`config.mk`:
```
export PLATFORM = sky130hd
export DESIGN_NAME = sliding_median_filter_3axis
export DESIGN_NICKNAME = d
export VERILOG_FILES = /design/src/rtl/core/smf_pkg.sv /design/src/rtl/core/sliding_median_filter_3axis.sv /design/src/rtl/core/smf_ram.sv /design/src/rtl/core/smf_ctrl.sv /design/src/rtl/core/smf_datapath.sv
export SDC_FILE = /design/constraint.sdc
export NUM_CORES = 1
export LEC_CHECK = 0
export BUFFER_PORTS_ARGS = -buffer_cell sky130_fd_sc_hd__buf_2
export CORE_MARGIN = 3
export CORE_UTILIZATION = 40
export CTS_CLUSTER_SIZE = 16
export DETAILED_ROUTE_END_ITERATION = 8
export PLACE_DENSITY = 0.53
export SYNTH_ARGS = -nofsm -noshare
export SYNTH_HDL_FRONTEND = slang
export SYNTH_SLANG_ARGS = --single-unit
```
`constraint.sdc`:
```
create_clock -name i_clk -period 13.2 [get_ports i_clk]
set_input_delay 1.98 -clock i_clk [delete_from_list [all_inputs] [get_ports i_clk]]
set_output_delay 1.98 -clock i_clk [all_outputs]
set_load 0.1 [all_outputs]
```
`src/rtl/core/smf_pkg.sv`:
```
package smf_pkg;

    localparam int SAMPLE_W = 32;

    typedef struct packed {
        logic signed [SAMPLE_W-1:0] pos_x;
        logic signed [SAMPLE_W-1:0] pos_y;
        logic signed [SAMPLE_W-1:0] pos_z;
    } t_smf_in;

    typedef struct packed {
        logic signed [SAMPLE_W-1:0] out_x;
        logic signed [SAMPLE_W-1:0] out_y;
        logic signed [SAMPLE_W-1:0] out_z;
        logic                       window_full;
    } t_smf_out;

    typedef enum logic [2:0] {
        S_IDLE,
        S_CAND,
        S_SCAN,
        S_TAIL,
        S_EVAL,
        S_DONE
    } t_smf_state;

    // Commands from the controller to the datapath
    typedef struct packed {
        logic load_in;   // write the sample to the ring, hold a copy, clear ranks
        logic cand_rd;   // read data of the next cycle is the candidate
        logic cmp;       // read data of the next cycle is compared with the candidate
        logic lt;        // compared entry sits below the candidate in the ring
        logic eval;      // ranks are final: pick the candidate at the median rank
        logic load_out;  // load the output register
        logic pass;      // pass the sample through instead of the medians
    } t_smf_cmd;

    // Index width for a store of the given depth, at least one bit
    function automatic int addr_w(input int depth);
        return (depth > 1) ? $clog2(depth) : 1;
    endfunction

    // One step of rank counting with ties broken by ring position
    function automatic logic rank_step(
        input logic signed [SAMPLE_W-1:0] entry,
        input logic signed [SAMPLE_W-1:0] cand,
        input logic                       lower_pos
    );
        return (entry < cand) || ((entry == cand) && lower_pos);
    endfunction

endpackage

```
`src/rtl/core/sliding_median_filter_3axis.sv`:
```
// While the window fills, each input beat is passed straight through to the output
//   register; once it is full, the medians come from rank counting through the single
//   read port of the history RAM. The input stalls from the taking of a beat until its
//   result is loaded into the output register, so one beat is worked on at a time.
// Reset (synchronous, active low) clears the FSM, write slot, fill count and output
//   valid; the history RAM is not cleared, since every entry is written before it is read.
module sliding_median_filter_3axis #(
    parameter int WINDOW = 5
) (
    input  logic              i_clk,
    input  logic              i_rst_n,
    input  logic              i_in_valid,
    output logic              o_in_stall,
    input  smf_pkg::t_smf_in  i_in_data,
    output logic              o_out_valid,
    input  logic              i_out_stall,
    output smf_pkg::t_smf_out o_out_data
);
    import smf_pkg::*;

    localparam int AW = addr_w(WINDOW);

    // Command and status between the controller and the datapath
    t_smf_cmd      w_cmd;
    logic [AW-1:0] w_waddr;
    logic [AW-1:0] w_raddr;
    logic          w_out_free;

    // The controller owns the ring write slot and the fill count. For each
    // candidate entry it reads the candidate, then sweeps every entry of the
    // ring through the RAM read port so the datapath can count, per axis,
    // how many entries rank below it (ties broken by ring position). The
    // candidate whose rank equals WINDOW/2 is the median of that axis.
    smf_ctrl #(
        .WINDOW (WINDOW)
    ) u_ctrl (
        .i_clk      (i_clk),
        .i_rst_n    (i_rst_n),
        .i_in_valid (i_in_valid),
        .o_in_stall (o_in_stall),
        .i_out_free (w_out_free),
        .o_cmd      (w_cmd),
        .o_waddr    (w_waddr),
        .o_raddr    (w_raddr)
    );

    // The datapath holds the history RAM, the candidate, the three rank
    // counters, the selected medians and the output register. The output
    // register decouples the sides: a new input beat is taken while a
    // finished result still waits downstream.
    smf_datapath #(
        .WINDOW (WINDOW)
    ) u_dp (
        .i_clk       (i_clk),
        .i_rst_n     (i_rst_n),
        .i_cmd       (w_cmd),
        .i_waddr     (w_waddr),
        .i_raddr     (w_raddr),
        .i_in_data   (i_in_data),
        .i_out_stall (i_out_stall),
        .o_out_free  (w_out_free),
        .o_out_valid (o_out_valid),
        .o_out_data  (o_out_data)
    );

endmodule

```
`src/rtl/core/smf_ram.sv`:
```
module smf_ram #(
    parameter int WIDTH = 96,
    parameter int DEPTH = 5,
    localparam int AW = (DEPTH > 1) ? $clog2(DEPTH) : 1
) (
    input  logic             i_clk,
    input  logic             i_we,
    input  logic [AW-1:0]    i_waddr,
    input  logic [WIDTH-1:0] i_wdata,
    input  logic [AW-1:0]    i_raddr,
    output logic [WIDTH-1:0] o_rdata
);

    logic [WIDTH-1:0] r_mem [DEPTH];
    logic [WIDTH-1:0] r_rdata;

    always_ff @(posedge i_clk) begin
        if (i_we) begin
            r_mem[i_waddr] <= i_wdata;
        end
        r_rdata <= r_mem[i_raddr];
    end

    assign o_rdata = r_rdata;

endmodule

```
`src/rtl/core/smf_ctrl.sv`:
```
module smf_ctrl #(
    parameter int WINDOW = 5,
    localparam int AW = (WINDOW > 1) ? $clog2(WINDOW) : 1
) (
    input  logic              i_clk,
    input  logic              i_rst_n,
    input  logic              i_in_valid,
    output logic              o_in_stall,
    input  logic              i_out_free,
    output smf_pkg::t_smf_cmd o_cmd,
    output logic [AW-1:0]     o_waddr,
    output logic [AW-1:0]     o_raddr
);
    import smf_pkg::*;

    localparam int FW = $clog2(WINDOW + 1);

    t_smf_state r_state, n_state;
    logic [AW-1:0] r_i, n_i;
    logic [AW-1:0] r_j, n_j;
    logic [AW-1:0] r_slot, n_slot;
    logic [FW-1:0] r_fill, n_fill;

    always_ff @(posedge i_clk) begin
        if (!i_rst_n) begin
            r_state <= S_IDLE;
            r_i     <= '0;
            r_j     <= '0;
            r_slot  <= '0;
            r_fill  <= '0;
        end else begin
            r_state <= n_state;
            r_i     <= n_i;
            r_j     <= n_j;
            r_slot  <= n_slot;
            r_fill  <= n_fill;
        end
    end

    always_comb begin
        n_state = r_state;
        n_i     = r_i;
        n_j     = r_j;
        n_slot  = r_slot;
        n_fill  = r_fill;
        o_cmd   = '0;
        o_raddr = r_j;
        unique case (r_state)
            S_IDLE: begin
                if (i_in_valid) begin
                    o_cmd.load_in = 1'b1;
                    n_slot = (r_slot == AW'(WINDOW - 1)) ? '0 : r_slot + 1'b1;
                    if (r_fill != FW'(WINDOW)) begin
                        n_fill = r_fill + 1'b1;
                    end
                    if (r_fill >= FW'(WINDOW - 1)) begin
                        n_i     = '0;
                        n_state = S_CAND;
                    end else begin
                        n_state = S_DONE;
                    end
                end
            end
            S_CAND: begin
                o_raddr       = r_i;
                o_cmd.cand_rd = 1'b1;
                n_j           = '0;
                n_state       = S_SCAN;
            end
            S_SCAN: begin
                o_cmd.cmp = 1'b1;
                o_cmd.lt  = (r_j < r_i);
                if (r_j == AW'(WINDOW - 1)) begin
                    n_state = S_TAIL;
                end else begin
                    n_j = r_j + 1'b1;
                end
            end
            S_TAIL: begin
                n_state = S_EVAL;
            end
            S_EVAL: begin
                o_cmd.eval = 1'b1;
                if (r_i == AW'(WINDOW - 1)) begin
                    n_state = S_DONE;
                end else begin
                    n_i     = r_i + 1'b1;
                    n_state = S_CAND;
                end
            end
            S_DONE: begin
                if (i_out_free) begin
                    o_cmd.load_out = 1'b1;
                    o_cmd.pass     = (r_fill != FW'(WINDOW));
                    n_state        = S_IDLE;
                end
            end
            default: begin
                n_state = S_IDLE;
            end
        endcase
    end

    assign o_in_stall = (r_state != S_IDLE);
    assign o_waddr    = r_slot;

    a_fill_pass: assert property (@(posedge i_clk) disable iff (!i_rst_n)
        (r_state == S_IDLE && i_in_valid && r_fill < FW'(WINDOW - 1)) |=> r_state == S_DONE)
        else $error("partial window did not go straight to output");

    a_last_cand: assert property (@(posedge i_clk) disable iff (!i_rst_n)
        (r_state == S_EVAL && r_i == AW'(WINDOW - 1)) |=> r_state == S_DONE)
        else $error("ranking ran past the last candidate");

    a_out_idle: assert property (@(posedge i_clk) disable iff (!i_rst_n)
        o_cmd.load_out |=> (r_state == S_IDLE && r_fill != '0))
        else $error("output load did not return to idle");

endmodule

```
`src/rtl/core/smf_datapath.sv`:
```
module smf_datapath #(
    parameter int WINDOW = 5,
    localparam int AW = (WINDOW > 1) ? $clog2(WINDOW) : 1
) (
    input  logic              i_clk,
    input  logic              i_rst_n,
    input  smf_pkg::t_smf_cmd i_cmd,
    input  logic [AW-1:0]     i_waddr,
    input  logic [AW-1:0]     i_raddr,
    input  smf_pkg::t_smf_in  i_in_data,
    input  logic              i_out_stall,
    output logic              o_out_free,
    output logic              o_out_valid,
    output smf_pkg::t_smf_out o_out_data
);
    import smf_pkg::*;

    localparam int RW = addr_w(WINDOW);
    localparam int K  = WINDOW / 2;
    localparam int DW = $bits(t_smf_in);

    logic [DW-1:0] w_rdata;
    t_smf_in       w_rd;
    t_smf_in       r_in;
    t_smf_in       r_cand;
    t_smf_in       r_med;
    logic          r_cap_pend;
    logic          r_cmp_pend;
    logic          r_lt;
    logic [RW-1:0] r_rank_x, r_rank_y, r_rank_z;
    t_smf_out      r_out;
    logic          r_out_valid;

    smf_ram #(
        .WIDTH (DW),
        .DEPTH (WINDOW)
    ) u_hist (
        .i_clk   (i_clk),
        .i_we    (i_cmd.load_in),
        .i_waddr (i_waddr),
        .i_wdata (DW'(i_in_data)),
        .i_raddr (i_raddr),
        .o_rdata (w_rdata)
    );

    assign w_rd = t_smf_in'(w_rdata);

    always_ff @(posedge i_clk) begin
        if (!i_rst_n) begin
            r_cap_pend  <= 1'b0;
            r_cmp_pend  <= 1'b0;
            r_out_valid <= 1'b0;
        end else begin
            r_cap_pend <= i_cmd.cand_rd;
            r_cmp_pend <= i_cmd.cmp;
            if (i_cmd.load_out) begin
                r_out_valid <= 1'b1;
            end else if (!i_out_stall) begin
                r_out_valid <= 1'b0;
            end
        end
    end

    always_ff @(posedge i_clk) begin
        r_lt <= i_cmd.lt;
        if (i_cmd.load_in) begin
            r_in <= i_in_data;
        end
        if (r_cap_pend) begin
            r_cand <= w_rd;
        end
        // count entries ranked below the candidate, per axis
        if (i_cmd.load_in || i_cmd.eval) begin
            r_rank_x <= '0;
            r_rank_y <= '0;
            r_rank_z <= '0;
        end else if (r_cmp_pend) begin
            r_rank_x <= r_rank_x + RW'(rank_step(w_rd.pos_x, r_cand.pos_x, r_lt));
            r_rank_y <= r_rank_y + RW'(rank_step(w_rd.pos_y, r_cand.pos_y, r_lt));
            r_rank_z <= r_rank_z + RW'(rank_step(w_rd.pos_z, r_cand.pos_z, r_lt));
        end
        if (i_cmd.eval) begin
            if (r_rank_x == RW'(K)) r_med.pos_x <= r_cand.pos_x;
            if (r_rank_y == RW'(K)) r_med.pos_y <= r_cand.pos_y;
            if (r_rank_z == RW'(K)) r_med.pos_z <= r_cand.pos_z;
        end
        if (i_cmd.load_out) begin
            if (i_cmd.pass) begin
                r_out <= '{out_x: r_in.pos_x, out_y: r_in.pos_y, out_z: r_in.pos_z,
                           window_full: 1'b0};
            end else begin
                r_out <= '{out_x: r_med.pos_x, out_y: r_med.pos_y, out_z: r_med.pos_z,
                           window_full: 1'b1};
            end
        end
    end

    assign o_out_free  = !r_out_valid || !i_out_stall;
    assign o_out_valid = r_out_valid;
    assign o_out_data  = r_out;

    a_no_overwrite: assert property (@(posedge i_clk) disable iff (!i_rst_n)
        !(i_cmd.load_out && r_out_valid && i_out_stall))
        else $error("output register overwritten while stalled");

    a_eval_drained: assert property (@(posedge i_clk) disable iff (!i_rst_n)
        i_cmd.eval |-> (!r_cmp_pend && !r_cap_pend))
        else $error("median picked before the compare pipe drained");

endmodule

```
==> report_table.html <==
<table>
<tr><th>Metric</th><th>Value</th></tr>
<tr><th colspan="2">Status</th></tr>
<tr><td>Status</td><td>completed</td></tr>
<tr><th colspan="2">STA</th></tr>
<tr><td>Unrepaired setup endpoints after global routing</td><td>no</td></tr>
<tr><td>Number of hold violations in the final report</td><td>0</td></tr>
<tr><td>Post-Route Setup TNS</td><td>0 ns</td></tr>
<tr><td>Total count of max-transition violations in the final report</td><td>0</td></tr>
<tr><td>Setup violation total in the final timing report</td><td>0</td></tr>
<tr><td>Tightest Pin Transition</td><td>1.09 ns</td></tr>
<tr><td>Maximum operating frequency</td><td>224 MHz</td></tr>
<tr><td>Worst Hold Margin</td><td>0.437 ns</td></tr>
<tr><td>Max-slew headroom</td><td>0.273</td></tr>
<tr><td>Post-layout worst setup margin</td><td>8.74 ns</td></tr>
<tr><td>Final worst path period need</td><td>4.46 ns</td></tr>
<tr><td>Post-Route Skew</td><td>0.0285 ns</td></tr>
<tr><td>Post-route fraction of the period consumed by the critical path</td><td>0.338</td></tr>
<tr><th colspan="2">Placed design</th></tr>
<tr><td>Post-DP HPWL</td><td>43500 µm</td></tr>
<tr><td>Placer Congestion</td><td>0.712</td></tr>
<tr><td>Worst setup timing slack at the placement stage</td><td>7.96 ns</td></tr>
<tr><td>Number of cells after detailed placement</td><td>3158</td></tr>
<tr><td>Count of buffers from port buffering</td><td>198</td></tr>
<tr><td>Placed inst area</td><td>38900 µm²</td></tr>
<tr><th colspan="2">Routing</th></tr>
<tr><td>Detailed-router iteration count before antenna repair</td><td>4</td></tr>
<tr><td>DR WL/cell</td><td>22.2 µm</td></tr>
<tr><td>Via density per instance</td><td>4.98</td></tr>
<tr><td>Post-DRT Antenna Nets</td><td>0</td></tr>
<tr><td>Vias</td><td>16694</td></tr>
<tr><td>Final WL</td><td>74400 µm</td></tr>
<tr><td>Post-detailed-route DRC marker count</td><td>0</td></tr>
<tr><td>1st-iter DRT viols</td><td>996</td></tr>
<tr><th colspan="2">Synthesis</th></tr>
<tr><td>Netlist Area Pre-Place</td><td>36400 µm²</td></tr>
<tr><td>Commonest register cell after synthesis</td><td>edfxtp_1</td></tr>
<tr><td>Synthesized netlist net count</td><td>2019</td></tr>
<tr><td>Number of flops mapped to enable cells by yosys</td><td>865</td></tr>
<tr><td>Post-Syn Area per Cell</td><td>20.2 µm²</td></tr>
<tr><td>Count of yosys warnings during synthesis</td><td>0</td></tr>
<tr><td>Post-synth cell types</td><td>57</td></tr>
<tr><td>Sequential element share of the synthesized area</td><td>0.781</td></tr>
<tr><td>Top cells by count, synth</td><td>edfxtp_1, mux2_2, dfxtp_1</td></tr>
<tr><td>Number of instances in the synthesized netlist</td><td>1807</td></tr>
<tr><td>Fraction of registers with async set/reset</td><td>0</td></tr>
<tr><td>Area share of the largest cell type after synthesis</td><td>0.713</td></tr>
<tr><td>Leading cell types by total area after synthesis</td><td>edfxtp_1, dfxtp_1, mux2_2</td></tr>
<tr><td>Dominant cell type by area after synthesis</td><td>edfxtp_1</td></tr>
<tr><td>Flip-flop and latch count after synthesis</td><td>989</td></tr>
<tr><td>Leading cell type by number of instances after synthesis</td><td>edfxtp_1</td></tr>
<tr><th colspan="2">Floorplanning</th></tr>
<tr><td>Die boundary width</td><td>308 µm</td></tr>
<tr><td>Height of the chip</td><td>308 µm</td></tr>
<tr><td>Die area</td><td>94800 µm²</td></tr>
<tr><td>Number of placed I/O pins</td><td>199</td></tr>
<tr><td>Placeable core region</td><td>90100 µm²</td></tr>
<tr><td>Starting density of the core</td><td>0.404</td></tr>
<tr><td>Number of placement rows</td><td>110</td></tr>
<tr><th colspan="2">Worst hold path</th></tr>
<tr><td>Min-Delay Path Class</td><td>reg2reg</td></tr>
<tr><th colspan="2">Global route</th></tr>
<tr><td>Sum of overflow across all layers after global routing</td><td>0</td></tr>
<tr><td>Overall fraction of global-route tracks in use</td><td>0.159</td></tr>
<tr><td>Via count of the first global-routing pass</td><td>18063</td></tr>
<tr><td>Maximum number of pins on one net before global-route repair</td><td>66</td></tr>
<tr><td>Initial antenna violation count</td><td>13</td></tr>
<tr><td>First-pass GRT wire length</td><td>113000 µm</td></tr>
<tr><th colspan="2">Power and ir drop</th></tr>
<tr><td>Cell Pwr Density</td><td>203 nW/µm²</td></tr>
<tr><td>Overall power consumption</td><td>8.59 mW</td></tr>
<tr><td>Worst vdd rail ir drop</td><td>127 µV</td></tr>
<tr><td>Lkg Pwr</td><td>15.0 nW</td></tr>
<tr><th colspan="2">Setup path</th></tr>
<tr><td>Worst Path Max Fanout</td><td>61</td></tr>
<tr><td>Cell with the largest stage delay on the worst path</td><td>buf_4</td></tr>
<tr><td>Worst stage delay on the critical path</td><td>0.89 ns</td></tr>
<tr><td>Category of the worst setup path capture point</td><td>flip-flop</td></tr>
<tr><td>Count of buffering cells on the critical path with inverters included</td><td>3</td></tr>
<tr><td>CP required</td><td>13.44 ns</td></tr>
<tr><td>Data arrival, critical path</td><td>4.71 ns</td></tr>
<tr><td>Top cell family by delay on the critical path</td><td>buffers and inverters</td></tr>
<tr><td>CP startpoint kind</td><td>input port</td></tr>
<tr><td>Crit-path cells</td><td>buf_2 &gt; nand2_1 &gt; inv_4 &gt; and4_4 &gt; buf_4</td></tr>
<tr><td>Critical path type</td><td>in2reg</td></tr>
<tr><th colspan="2">Final layout</th></tr>
<tr><td>Count of non-filler cells in the finished layout</td><td>3350</td></tr>
<tr><td>Total non-filler cell area in the finished layout</td><td>42300 µm²</td></tr>
<tr><td>Fill cell count</td><td>7502</td></tr>
<tr><td>Fraction of layout instances using a drive strength above 1</td><td>0.316</td></tr>
<tr><td>Net count of the finished layout</td><td>2296</td></tr>
<tr><td>Final core area utilization</td><td>0.469</td></tr>
<tr><td>Area overhead of the layout relative to synthesis</td><td>16.1%</td></tr>
<tr><th colspan="2">Flow run</th></tr>
<tr><td>Max cap viols</td><td>0</td></tr>
<tr><th colspan="2">Clock tree</th></tr>
<tr><td>Number of buffers created by CTS</td><td>100</td></tr>
<tr><td>Clock transition at the registers of the reported paths</td><td>0.06 ns</td></tr>
<tr><td>Cts-stage hold buffer count</td><td>0</td></tr>
<tr><td>Clock Sink Count</td><td>989</td></tr>
<tr><td>CTS H-tree depth</td><td>3</td></tr>
<tr><td>Cts repair resizes</td><td>0</td></tr>
<tr><td>Clock latency of the later-clocked register in the worst-skew pair</td><td>0.65 ns</td></tr>
<tr><td>CTS root buf</td><td>clkbuf_16</td></tr>
<tr><td>Setup bufs post-CTS</td><td>0</td></tr>
<tr><td>CTS tree</td><td>yes</td></tr>
<tr><td>Worst-case clock buffer depth</td><td>3</td></tr>
</table>
sequential cells by signal (all words and copies together) (netlist names), 3 cells and up:
name and cells:
u_dp.r_rank_z 3, u_dp.r_rank_y 3, u_ctrl.r_i 3, u_ctrl.r_state 3
u_dp.r_med 96, u_dp.o_out_data 97, u_ctrl.r_fill 3, u_dp.r_rank_x 3
u_ctrl.r_j 3, u_dp.u_hist.r_mem 480, u_dp.r_cand 96, u_dp.r_in 96
u_dp.u_hist.o_rdata 96, u_ctrl.o_waddr 3
path summary, 6_finish.rpt:
path,start,end,slack (ns),cells past startpoint
max,i_in_valid,u_dp.u_hist.r_mem[4][39],8.74,5
min reg2reg,u_dp.u_hist.o_rdata[64],u_dp.r_cand[64],0.44,0
min,u_dp.u_hist.o_rdata[64],u_dp.r_cand[64],0.44,0
max reg2reg,u_ctrl.r_state[0],u_dp.u_hist.o_rdata[93],9.32,7
power by group:
group          leakage (nW)  internal [mW]  switching (mW)  total (mW)
clock network          1.69           1.74            1.15        2.89
registers              8.91           4.00           0.200        4.19
logic                  4.41          0.576           0.932        1.51
total                  15.0           6.31            2.28        8.59
cell usage in the layout (no fill, tap or decap), drive strengths merged, types with 8 or more instances in the layout:
cell type	instances
mux4	96
nand2	37
mux2	193
bufinv	11
nor2b	8
o21ai	17
a21oi	43
clkinv	31
nor2	33
edfxtp	865
clkbuf	141
buf	223
nand4	18
dfxtp	124
nor4	9
inv	114
ha	112
nand3	9
area by class of cell:
type / instances / area [µm²] / share of cell area
Sequential cell: 989 / 28500 / 0.673
Timing Repair Buffer: 223 / 1180 / 0.0279
Clock buffer: 141 / 2880 / 0.0681
Tap cell: 1176 / 1470 / 0.0348
Inverter: 109 / 412 / 0.00973
Multi-Input combinational cell: 661 / 7350 / 0.174
Antenna cell: 2 / 5.00 / 0.000118
Clock inverter: 49 / 542 / 0.0128
worst register-to-register path: stages (launching register included):
cell and delay [ns]:
dfxtp_1 0.52, and2_4 0.31, nor2_1 0.09, a21oi_4 0.69, buf_4 0.62, buf_4 0.77, mux4_2 0.46, mux2_2 0.28
logic make-up (layout without fill, tap and decap cells):
kind of cell | Yosys count | in the layout | share of synthesized area
adders and majority gates | 112 | 112 | 0.0385
and+or+nand+nor | 148 | 148 | 0.0214
muxes | 296 | 296 | 0.121
buffers and inverters | 157 | 522 | 0.0201
AOI/OAI and AO/OA | 98 | 98 | 0.0167
other | 0 | 2 | 0
xor gates and xnor gates | 7 | 7 | 0.00168
DFF | 989 | 989 | 0.781
routing by layer:
layer	track usage	share of wire	vias to the layer above	wire length [µm]
met4	0.0399	0.015	6	1100
met1	0.210	0.44	8647	32600
met5	0	0.00058	-	43
li1	-	-	7662	-
met2	0.275	0.51	291	37700
met3	0.0270	0.040	88	2970
Power figures use the tool's default switching activity.
